--- src/hdl/lpht_pkg.sv ---
// Shared types and constants for the linear probe hash table.
// Holds request, status and entry encodings plus controller/datapath structs.
// No dependencies.
package lpht_pkg;

   // Fixed field widths of the request and result items
   localparam int KEY_W   = 4;
   localparam int DAY_W   = 5;
   localparam int YEAR_W  = 12;
   localparam int NAME_W  = 64;
   localparam int AGE_W   = 8;
   localparam int SLOT_W  = 6;
   localparam int COUNT_W = 7;

   // Configuration register reset values
   localparam logic [YEAR_W-1:0] YEAR_RESET  = 12'd2017;
   localparam logic [AGE_W-1:0]  ADULT_RESET = 8'd18;

   // Configuration register indexes, decoded from the word address
   localparam logic REG_YEAR  = 1'b0;
   localparam logic REG_ADULT = 1'b1;

   typedef enum logic [1:0] {
      REQ_INSERT = 2'd0,
      REQ_REMOVE = 2'd1,
      REQ_LIST   = 2'd2,
      REQ_COUNT  = 2'd3
   } req_kind_type;

   typedef enum logic [2:0] {
      ST_INSERTED = 3'd0,
      ST_FULL     = 3'd1,
      ST_REMOVED  = 3'd2,
      ST_NOTFOUND = 3'd3,
      ST_LISTED   = 3'd4,
      ST_NONE     = 3'd5,
      ST_COUNT    = 3'd6
   } status_type;

   // One stored table entry
   typedef struct packed {
      logic [KEY_W-1:0]  key;
      logic [DAY_W-1:0]  day;
      logic [YEAR_W-1:0] year;
      logic [NAME_W-1:0] name;
   } entry_type;

   // Captured request
   typedef struct packed {
      req_kind_type kind;
      entry_type    entry;
   } request_type;

   // Controller to datapath commands
   typedef struct packed {
      logic       load;
      logic       issue;
      logic       write_entry;
      logic       mark_gone;
      logic       take_pend;
      logic       count_inc;
      logic       emit;
      status_type status;
      logic       last;
   } cmd_type;

   // Datapath to controller status
   typedef struct packed {
      req_kind_type kind;
      logic         chk_vld;
      logic         hit;
      logic         at_free;
      logic         all_checked;
      logic         pend_vld;
   } stat_type;

endpackage

--- src/hdl/lpht_ctrl.sv ---
// Controller state machine for the linear probe hash table.
// Depends on lpht_pkg for the command and status structs.
module lpht_ctrl (
   input  logic              clock,
   input  logic              reset,
   input  logic              start,
   output logic              busy,
   input  lpht_pkg::stat_type stat,
   output lpht_pkg::cmd_type  cmd
);

   typedef enum logic {
      S_IDLE,
      S_SCAN
   } state_type;

   state_type state_ff;
   state_type state_in;

   // Decide commands from the check stage of the probe pipeline
   always_comb begin
      cmd        = '0;
      cmd.status = lpht_pkg::ST_INSERTED;
      cmd.last   = 1'b1;
      state_in   = state_ff;
      unique case (state_ff)
         S_IDLE: begin
            if (start) begin
               cmd.load = 1'b1;
               state_in = S_SCAN;
            end
         end
         S_SCAN: begin
            cmd.issue = 1'b1;
            unique case (stat.kind)
               lpht_pkg::REQ_INSERT: begin
                  if (stat.chk_vld && stat.hit) begin
                     cmd.write_entry = 1'b1;
                     cmd.emit        = 1'b1;
                     cmd.status      = lpht_pkg::ST_INSERTED;
                     state_in        = S_IDLE;
                  end else if (stat.all_checked) begin
                     cmd.emit   = 1'b1;
                     cmd.status = lpht_pkg::ST_FULL;
                     state_in   = S_IDLE;
                  end
               end
               lpht_pkg::REQ_REMOVE: begin
                  if (stat.chk_vld && stat.at_free) begin
                     cmd.emit   = 1'b1;
                     cmd.status = lpht_pkg::ST_NOTFOUND;
                     state_in   = S_IDLE;
                  end else if (stat.chk_vld && stat.hit) begin
                     cmd.mark_gone = 1'b1;
                     cmd.emit      = 1'b1;
                     cmd.status    = lpht_pkg::ST_REMOVED;
                     state_in      = S_IDLE;
                  end else if (stat.all_checked) begin
                     cmd.emit   = 1'b1;
                     cmd.status = lpht_pkg::ST_NOTFOUND;
                     state_in   = S_IDLE;
                  end
               end
               lpht_pkg::REQ_LIST: begin
                  // Hold one match back so the final item can carry last
                  if (stat.chk_vld && stat.hit) begin
                     cmd.take_pend = 1'b1;
                     cmd.emit      = stat.pend_vld;
                     cmd.status    = lpht_pkg::ST_LISTED;
                     cmd.last      = 1'b0;
                  end else if (stat.all_checked) begin
                     cmd.emit   = 1'b1;
                     cmd.status = stat.pend_vld ? lpht_pkg::ST_LISTED : lpht_pkg::ST_NONE;
                     state_in   = S_IDLE;
                  end
               end
               lpht_pkg::REQ_COUNT: begin
                  cmd.count_inc = stat.chk_vld && stat.hit;
                  if (stat.all_checked) begin
                     cmd.emit   = 1'b1;
                     cmd.status = lpht_pkg::ST_COUNT;
                     state_in   = S_IDLE;
                  end
               end
               default: begin
                  state_in = S_IDLE;
               end
            endcase
         end
         default: begin
            state_in = S_IDLE;
         end
      endcase
   end

   // Hold state
   always_ff @(posedge clock) begin
      if (reset) begin
         state_ff <= S_IDLE;
      end else begin
         state_ff <= state_in;
      end
   end

   assign busy = (state_ff == S_SCAN);

endmodule

--- config.mk ---
export PLATFORM = sky130hd
export DESIGN_NAME = lpht_ctrl
export DESIGN_NICKNAME = d
export VERILOG_FILES = /design/src/hdl/lpht_pkg.sv /design/src/hdl/lpht_ctrl.sv
export SDC_FILE = /design/constraint.sdc
export NUM_CORES = 1
export LEC_CHECK = 0
export ABC_AREA = 1
export BUFFER_PORTS_ARGS = -buffer_cell sky130_fd_sc_hd__buf_2
export CAP_MARGIN = 0
export CORE_AREA = 2 2 39 41
export CTS_BUF_LIST = sky130_fd_sc_hd__clkbuf_8 sky130_fd_sc_hd__clkbuf_16
export CTS_CLUSTER_DIAMETER = 100
export DETAILED_ROUTE_END_ITERATION = 10
export DIE_AREA = 0 0 41 43
export SKIP_LAST_GASP = 1
export SYNTH_ARGS = -nofsm -noshare
export SYNTH_HDL_FRONTEND = slang
export SYNTH_SLANG_ARGS = --single-unit
export TNS_END_PERCENT = 100
--- constraint.sdc ---
create_clock -name clock -period 1.85 [get_ports clock]
set_clock_uncertainty 0.05 [all_clocks]
set_input_delay 0.2775 -clock clock [delete_from_list [all_inputs] [get_ports clock]]
set_output_delay 0.2775 -clock clock [all_outputs]
set_load 0.1 [all_outputs]
After elaboration in Yosys (flattened, before gate mapping). Index checks and enable logic that the tools add are counted.

Bits in registers: 1. Logic and storage cells: 35. Bits of input ports: 10. Output and inout bits: 12.

Equal/unequal tests: 3. Multiplexer cells: 27. Reductions and logical operators: 3. Bitwise operators: 1.

Operators by type and width (count): 4-bit two-way mux (8); 4-bit case mux with 4 select lines (1); 1-bit two-way mux (15); 10-bit two-way mux (1); 2-bit equality test, second input constant (2); 1-bit case mux with 4 select lines (1); 2-bit by 1-bit equality test with 1-bit output, second input constant (1); 1-bit logical AND (2); 2-bit logical NOT (1); 1-bit case mux with 2 select lines (1); 1-bit inverter (1).

Logic depth before layout (Yosys ltp). Gate-level depths: netlist (run 1).

Depth in word-level cells: 5. Depth in mapped cells: 6.

Worst setup path before layout (run 1). OpenSTA, ideal clock, no wires.

Path kind: register to output. From: register state_ff, in the netlist busy. To: output cmd[7] in the netlist's numbering. Required time: 1.522 ns. Slack: -1.535 ns. Buffers on the path: 0. Data arrival time: 3.057 ns. Stages on the path, launching flop included: 5. Cells stage by stage: dfxtp_1 > inv_1 > nor2_1 > inv_2 > nor4_2.

RTL lines: start: declaration (RTL line lpht_ctrl.sv:17) `state_type state_ff;`; start signal: assignment (RTL line lpht_ctrl.sv:101) `state_ff <= state_in;`; end: declaration (RTL line lpht_ctrl.sv:9) `output lpht_pkg::cmd_type cmd`.

==> results of run 1 <==
[cell type report]
cell class              instances  area [um^2]
repair buffers                 21          225
multi-input cells              38          219
flip-flops and latches          1         23.8
well taps                      16         20.0
inverters                       9         37.5
fillers                       160          858
[through the flow]
| step | instances | hold WS (ns) |
|---|---|---|
| finish | 85 | 0.477 |
| CTS | 85 | 0.483 |
| detailed placement | 85 | 0.483 |
| floorplan | 49 | 0.383 |
| global route | 85 | 0.495 |
| global placement | 85 | 0.475 |
[cell families after synthesis]
logic type,Yosys count,synth area share
compound gates,7,0.169
buf+inv,10,0.169
flops,1,0.0821
simple gates,31,0.580
[layer usage]
layer / vias up / GRT usage / part of all wire / routed length [um]
li1: 196 / - / - / -
met1: 153 / 0.127 / 0.39 / 272
met2: 19 / 0.153 / 0.53 / 366
met3: 0 / 0 / 0.083 / 58
met4: 0 / 0 / 0 / 0
met5: - / 0 / 0 / 0
[worst min-delay path, stage by stage]
cell and delay, ns:
buf_2 0.07, o21bai_1 0.09, a21oi_1 0.04
[layout by cell type (no fill, tap or decap)]
cell type    n
nor2_1       5
nand2_2      2
o211ai_1     1
clkinvlp_4   1
buf_2       13
nor2_2       6
a21oi_2      2
o21bai_1     1
nand2_1     10
inv_2        4
buf_12       8
nor2_4       1
nor4_4       1
a31oi_1      1
nand4_1      1
dfxtp_4      1
a21oi_1      2
nand3_1      5
inv_1        4
[worst min path at each step]
stage	end	slack, ns
floorplan	busy	0.38
global placement	busy	0.47
CTS	busy	0.48
finish	busy	0.48
detailed placement	busy	0.48
global route	busy	0.50
[report_power, final]
part           total, mW  switching (mW)  internal (mW)
registers         0.0278         0.00377         0.0241
logic              0.176           0.129         0.0468
clock network          0               0              0
==> impl_metrics.py, run 1 <==
metrics = {
    "status": {
        "status": "finished clean",
    },
    "critical_path": {
        "cp_cell_sequence": "buf_2 > nand2_1 > nor2_2 > inv_2 > nor4_4 > buf_12",
        "worstReg2RegEnd": "busy",
        "cpLargestDelayFamily": "simple AND/OR/NAND/NOR gates",
        "endpoint_kind": "output pin",
        "worstSetupPathType": "input port to output pin",
        "cp-start-kind": "input port",
        "critPathLaunch": "stat[4]",
        "rrSetupSlack_ns": 1.09,
        "worstPathRequired_ns": 1.52,
        "cpMaxStageDelayCell": "nor4_4",
        "critPathMaxFanout": 5,
        "endpoint": "cmd[7]",
        "slowest_delay_ns": 0.26,
        "crit_buf_inv": 3,
        "worst_r2r_startpoint": "busy",
        "r2r_cells": 3,
        "crit_cells": 6,
        "critical_path_arrival_ns": 1.25,
    },
    "floorplanning": {
        "die_y_um": 43,
        "io_pins": 22,
        "die_w_um": 41,
        "row_count": 14,
        "core_area_mm2": 0.00138,
        "die_area_mm2": 0.00176,
        "initial_core_util": 0.176,
    },
    "placement": {
        "gp_congestion": 0.702,
        "dpl.hpwl_um": 650,
        "numPortBuffers": 21,
        "dpl_cell_area_um2": 526,
        "pre_cts_slack_ns": 0.277,
    },
    "power": {
        "p_per_area_mw_per_mm2": 387,
        "vdd_drop_max_mv": 0.205,
        "leakage_nw": 0.231,
        "fin_total_pwr_uw": 203,
    },
    "sta": {
        "relSlewSlack": 0.678,
        "period_share": 0.850,
        "grt_setup_unrepaired": "no",
        "finalHoldViolCount": 0,
        "fin_ws_ns": 0.277,
        "fmax_mhz": 636,
        "tns_ns": 0,
        "setup-violations-final": 0,
        "final_max_slew_viol_count": 0,
        "worstMarginPinSlew_ns": 0.486,
        "fin_crit_ns": 1.57,
    },
    "final_layout": {
        "fin_area_um2": 526,
        "layout.nets": 81,
        "diodes": 0,
        "area_growth_pct": 115,
        "utilization": 0.380,
        "drive_gt1_frac": 0.565,
        "largest_register_ffs": 1,
    },
    "yosys": {
        "synth.most_common_cell": "nand2_1",
        "ys_types": 15,
        "syn_area_per_cell_um2": 4.98,
        "synth_cells": 49,
        "async_flop_share": 0,
        "synth.largest_area_cell": "nand2_1",
        "synth_seq_cells": 1,
        "synth_edf_count": 0,
        "syn-cell-area_um2": 244,
        "synth_top_cells_by_count": "nand2_1, nor2_1, inv_1",
        "ys.warnings.count": 0,
        "synth.top_cell.area_share": 0.169,
        "synth-main-ff-cell": "dfxtp_1",
        "synth_area_leaders": "nand2_1, nor2_1, nand3_1",
        "ys_seq_area_frac": 0.0821,
        "synth_nets": 59,
    },
    "routing": {
        "initialDrtViolationCount": 13,
        "drtPass1Iterations": 4,
        "via_per_inst": 4.33,
        "vias": 368,
        "drt-total-wl_um": 697,
        "wl_per_cell_um": 8.20,
        "drtAntennaViolNets": 0,
        "drc": 0,
    },
    "global_route": {
        "grt_max_degree": 8,
        "grt_pass1_wl_um": 1170,
        "track_usage": 0.0890,
        "grt-ovfl-total": 0,
        "grt_pass1_vias": 301,
        "antenna_found_initial": 0,
    },
    "cts": {
        "cts_setup_buffers": 0,
        "postCtsResizedCells": 0,
        "clkSlewWorstSetupHoldPaths_ns": 0,
        "hold_buffers": 0,
        "worstSkewPairLatency_ns": 0,
    },
    "worst_hold_path": {
        "min_from": "reset",
        "hold_class": "input port to flip-flop",
        "whs_path_depth": 3,
    },
    "flow_run": {
        "drv_cap": 0,
    },
}
(Power assumes the default switching activity.)
==> inputs of run 2 (changes only) <==
--- a/config.mk
+++ b/config.mk
@@ -7,7 +7,6 @@
 export LEC_CHECK = 0
 export ABC_AREA = 1
 export BUFFER_PORTS_ARGS = -buffer_cell sky130_fd_sc_hd__buf_2
-export CAP_MARGIN = 0
 export CORE_AREA = 2 2 39 41
 export CTS_BUF_LIST = sky130_fd_sc_hd__clkbuf_8 sky130_fd_sc_hd__clkbuf_16
 export CTS_CLUSTER_DIAMETER = 100
==> constraint.sdc (replaced) <==
create_clock -name clock -period 1.7 [get_ports clock]
set_clock_uncertainty 0.05 [all_clocks]
set_input_delay 0.255 -clock clock [delete_from_list [all_inputs] [get_ports clock]]
set_output_delay 0.255 -clock clock [all_outputs]
set_load 0.1 [all_outputs]
==> run 2 against run 1 <==
Via count increased by 0.27%. Largest cell class unchanged. Combinational power up 12%. Flip-flop and latch count unchanged. Routed wire length up 11%.
==> impl_metrics.py, run 2 (synthesis results as in run 1) <==
metrics = {
    "placement": {
        "numPortBuffers": 21,
        "gp_congestion": 0.804,
        "dpl.hpwl_um": 703,
    },
    "routing": {
        "drtPass1Iterations": 5,
        "met3_length_um": 52,
        "wirelength_met1_um": 314,
        "initialDrtViolationCount": 5,
        "via_per_inst": 4.34,
        "drtAntennaViolNets": 0,
        "routed.top_layer": "met3",
        "vias": 369,
        "drc": 0,
        "routed-wl-met2_um": 404,
        "wl_per_cell_um": 9.07,
        "drt-total-wl_um": 771,
    },
    "final_layout": {
        "largest_register_ffs": 1,
        "final_common_cell": "buf_2",
        "seqCellArea_um2": 23.8,
        "diodes": 0,
        "fillers": 148,
        "layout.nets": 81,
        "final_cell_mix": "buf_2, nand2_1, buf_12",
        "area_growth_pct": 127,
        "multi_input_area_um2": 229,
        "drive_gt1_frac": 0.565,
    },
    "sta": {
        "finalHoldViolCount": 0,
        "whs_ns": 0.455,
        "worstMarginPinSlew_ns": 0.485,
        "relSlewSlack": 0.679,
        "grt_setup_unrepaired": "no",
        "fmax_mhz": 650,
        "final_max_slew_viol_count": 0,
        "setup-violations-final": 0,
        "tns_ns": 0,
        "fin_crit_ns": 1.54,
        "period_share": 0.905,
    },
    "power": {
        "seqPwrFrac": 0.137,
        "p_sw_frac": 0.653,
        "combPwrFrac": 0.863,
        "p_int_uw": 79.4,
        "p_switching_uw": 149,
        "clock_power_share": 0,
        "leakage_nw": 0.241,
        "p_per_area_mw_per_mm2": 414,
        "vdd_drop_max_mv": 0.194,
    },
    "global_route": {
        "grt-ovfl-total": 0,
        "antenna_found_initial": 0,
        "grt_pass1_wl_um": 1390,
        "track_usage": 0.103,
        "grt_max_degree": 8,
        "grt_pass1_vias": 355,
    },
    "critical_path": {
        "critPathMaxFanout": 5,
        "cp-start-kind": "input port",
        "endpoint_kind": "output pin",
        "worstPathRequired_ns": 1.39,
        "worstSetupPathType": "input port to output pin",
        "critical_path_arrival_ns": 1.23,
    },
    "cts": {
        "postCtsResizedCells": 0,
        "cts_setup_buffers": 0,
        "clkSlewWorstSetupHoldPaths_ns": 0,
        "worstSkewPairLatency_ns": 0,
        "hold_buffers": 0,
    },
    "floorplanning": {
        "die_y_um": 43,
        "io_pins": 22,
        "die_area_mm2": 0.00176,
        "row_count": 14,
        "core_area_mm2": 0.00138,
        "initial_core_util": 0.176,
        "die_w_um": 41,
    },
    "worst_hold_path": {
        "hold_class": "input port to flip-flop",
    },
    "flow_run": {
        "drv_cap": 0,
    },
    "status": {
        "status": "finished clean",
    },
}
## run 2: changes by cell type in the layout (fill, tap and decap cells not counted)
cell | before | now
nor2_2 | 6 | 4
nor2_4 | 1 | 3
buf_12 | 8 | 9
buf_2 | 13 | 12
inv_2 | 4 | 3
inv_4 | 0 | 1
## run 2: stage by stage
stage	area, um^2	worst slack, ns	utilization	total power, mW	instances
finish	553	0.161	0.400	0.229	85
global route	553	0.0524	0.400	0.241	85
CTS	553	0.159	0.400	0.230	85
detailed placement	553	0.165	0.400	0.229	85
global placement	553	0.191	0.400	0.228	85
floorplan	300	-0.448	-	0.173	49
## run 2: final cells by class
cell class,instances,area share
inverter,9,0.0724
sequential,1,0.0430
timing repair buffer,21,0.434
tap,16,0.0362
multi-input combinational,38,0.414
## run 2: worst max-delay path, stage by stage
cell,delay (ns)
buf_2,0.12
nand2_1,0.16
nor2_4,0.16
inv_2,0.07
nor4_4,0.26
buf_12,0.21
## run 2: path summary, 6_finish.rpt
check / slack (ns) / endpoint / depth (start not counted) / startpoint
setup / recovery: 0.16 / cmd[7] / 6 / stat[4]
hold / removal: 0.46 / busy / 3 / reset
setup reg to reg: 0.86 / busy / 3 / busy
hold reg to reg: 0.53 / busy / 2 / busy
## run 2: routing by layer
metal | vias up | global-route usage
met3 | 0 | 0
met2 | 14 | 0.178
met1 | 158 | 0.146
li1 | 197 | -
met5 | - | 0
met4 | 0 | 0
## run 2: power groups by stage
stage / combinational [mW] / sequential [mW] / clock (mW)
after global placement: 0.197 / 0.0312 / 0
final: 0.197 / 0.0314 / 0
after global routing: 0.209 / 0.0320 / 0
after detailed placement: 0.198 / 0.0314 / 0
after CTS: 0.198 / 0.0314 / 0
after floorplan: 0.128 / 0.0456 / 0
==> inputs of run 3 (changes only) <==
--- a/config.mk
+++ b/config.mk
@@ -10,6 +10,7 @@
 export CORE_AREA = 2 2 39 41
 export CTS_BUF_LIST = sky130_fd_sc_hd__clkbuf_8 sky130_fd_sc_hd__clkbuf_16
 export CTS_CLUSTER_DIAMETER = 100
+export CTS_CLUSTER_SIZE = 30
 export DETAILED_ROUTE_END_ITERATION = 10
 export DIE_AREA = 0 0 41 43
 export SKIP_LAST_GASP = 1
==> constraint.sdc (replaced) <==
create_clock -name clock -period 1.9 [get_ports clock]
set_clock_uncertainty 0.05 [all_clocks]
set_input_delay 0.285 -clock clock [delete_from_list [all_inputs] [get_ports clock]]
set_output_delay 0.285 -clock clock [all_outputs]
set_load 0.1 [all_outputs]
==> run 3 against run 2 <==
First-iteration DRC count rose by 40%. Routed wire length shrank 7.0%. Register-to-register slack improved by 0.26 ns. Total power fell by 16%. Largest power group unchanged. Cell count did not move. Worst setup slack better by 0.15 ns. Via count is 2.4% lower. Critical path type unchanged. Flip-flop and latch count did not move. Hold slack gained 0.022 ns. Global-route usage down 2.0 points. Utilization decreased by 4.5 points.
==> impl_metrics.py, run 3 (synthesis results as in run 1) <==
metrics = {
    "status": {
        "status": "finished clean",
    },
    "floorplanning": {
        "die_y_um": 43,
        "initial_core_util": 0.176,
        "die_w_um": 41,
        "core_area_mm2": 0.00138,
        "die_area_mm2": 0.00176,
        "row_count": 14,
        "io_pins": 22,
    },
    "final_layout": {
        "area_growth_pct": 101,
        "seqCellArea_um2": 23.8,
        "multi_input_area_um2": 214,
        "fillers": 147,
        "diodes": 0,
        "layout.nets": 81,
        "final_common_cell": "buf_2",
        "fin_cells": 85,
        "final_cell_mix": "buf_2, nand2_1, nor2_2",
        "largest_register_ffs": 1,
        "drive_gt1_frac": 0.565,
    },
    "critical_path": {
        "critPathMaxFanout": 5,
        "cpMaxStageDelayCell": "nor4_4",
        "worstPathRequired_ns": 1.56,
        "cp-start-kind": "input port",
        "cp_cell_sequence": "buf_2 > nand2_1 > nor2_2 > inv_2 > nor4_4 > buf_12",
        "slowest_delay_ns": 0.26,
        "endpoint_kind": "output pin",
        "critPathLaunch": "stat[4]",
        "worst_r2r_startpoint": "busy",
        "worstSetupPathType": "input port to output pin",
        "r2r_cells": 3,
        "critical_path_arrival_ns": 1.25,
    },
    "power": {
        "vdd_drop_max_mv": 0.200,
        "leakage_nw": 0.225,
        "p_per_area_mw_per_mm2": 393,
        "fin_total_pwr_uw": 193,
    },
    "sta": {
        "finalHoldViolCount": 0,
        "period_share": 0.834,
        "fin_crit_ns": 1.59,
        "setup-violations-final": 0,
        "worstMarginPinSlew_ns": 0.489,
        "relSlewSlack": 0.676,
        "fmax_mhz": 631,
        "final_max_slew_viol_count": 0,
        "grt_setup_unrepaired": "no",
    },
    "cts": {
        "cts_setup_buffers": 0,
        "postCtsResizedCells": 0,
        "hold_buffers": 0,
        "worstSkewPairLatency_ns": 0,
        "clkSlewWorstSetupHoldPaths_ns": 0,
    },
    "placement": {
        "dpl.hpwl_um": 664,
        "numPortBuffers": 21,
        "placedCellCount": 85,
        "gp_congestion": 0.723,
    },
    "routing": {
        "drtAntennaViolNets": 0,
        "drt-total-wl_um": 717,
        "wl_per_cell_um": 8.44,
        "initialDrtViolationCount": 7,
        "vias": 360,
        "drc": 0,
        "via_per_inst": 4.24,
        "drtPass1Iterations": 2,
    },
    "flow_run": {
        "drv_cap": 0,
    },
    "global_route": {
        "grt_max_degree": 8,
        "antenna_found_initial": 0,
        "grt_pass1_wl_um": 1120,
        "grt-ovfl-total": 0,
        "track_usage": 0.0830,
        "grt_pass1_vias": 306,
    },
    "worst_hold_path": {
        "whs_path_depth": 3,
        "min_from": "reset",
        "hold_class": "input port to flip-flop",
    },
}
## run 3: cell counts in the layout (fill, tap and decap cells not counted)
No cell type changed its count.
## run 3: final timing paths
check	end	slack (ns)
setup reg to reg	busy	1.12
setup / recovery	cmd[7]	0.31
hold reg to reg	busy	0.51
hold / removal	busy	0.48
## run 3: worst max-delay path: cells and delay by family
kind          cells  cell delay (ns)
simple gates      3             0.54
buf+inv           3             0.41
## run 3: metal layers
layer / up-vias / GRT usage / share of wire
met4: 0 / 0 / 0
met2: 8 / 0.159 / 0.52
met1: 153 / 0.102 / 0.42
met3: 0 / 0 / 0.050
met5: - / 0 / 0
li1: 199 / - / -
## run 3: report_power, final
part	switching (mW)	internal [mW]
combinational	0.124	0.0416
sequential	0.00361	0.0234
clock	0	0
total	0.127	0.0651
## run 3: cell type report
type	instances	share of cell area
multi-input combinational	38	0.436
tap	16	0.0408
timing repair buffer	21	0.398
sequential	1	0.0485
inverter	9	0.0765
## run 3: per-stage QoR
stage | area, um^2 | setup TNS (ns) | util | worst slack (ns) | hold slack (ns)
6_report | 490 | 0 | 0.354 | 0.315 | 0.478
5_1_grt | 490 | 0 | 0.354 | 0.237 | 0.497
4_1_cts | 490 | 0 | 0.354 | 0.313 | 0.486
2_1_floorplan | 283 | -0.835 | - | -0.354 | 0.391
3_5_place_dp | 490 | 0 | 0.354 | 0.313 | 0.486
3_3_place_gp | 490 | 0 | 0.354 | 0.307 | 0.485
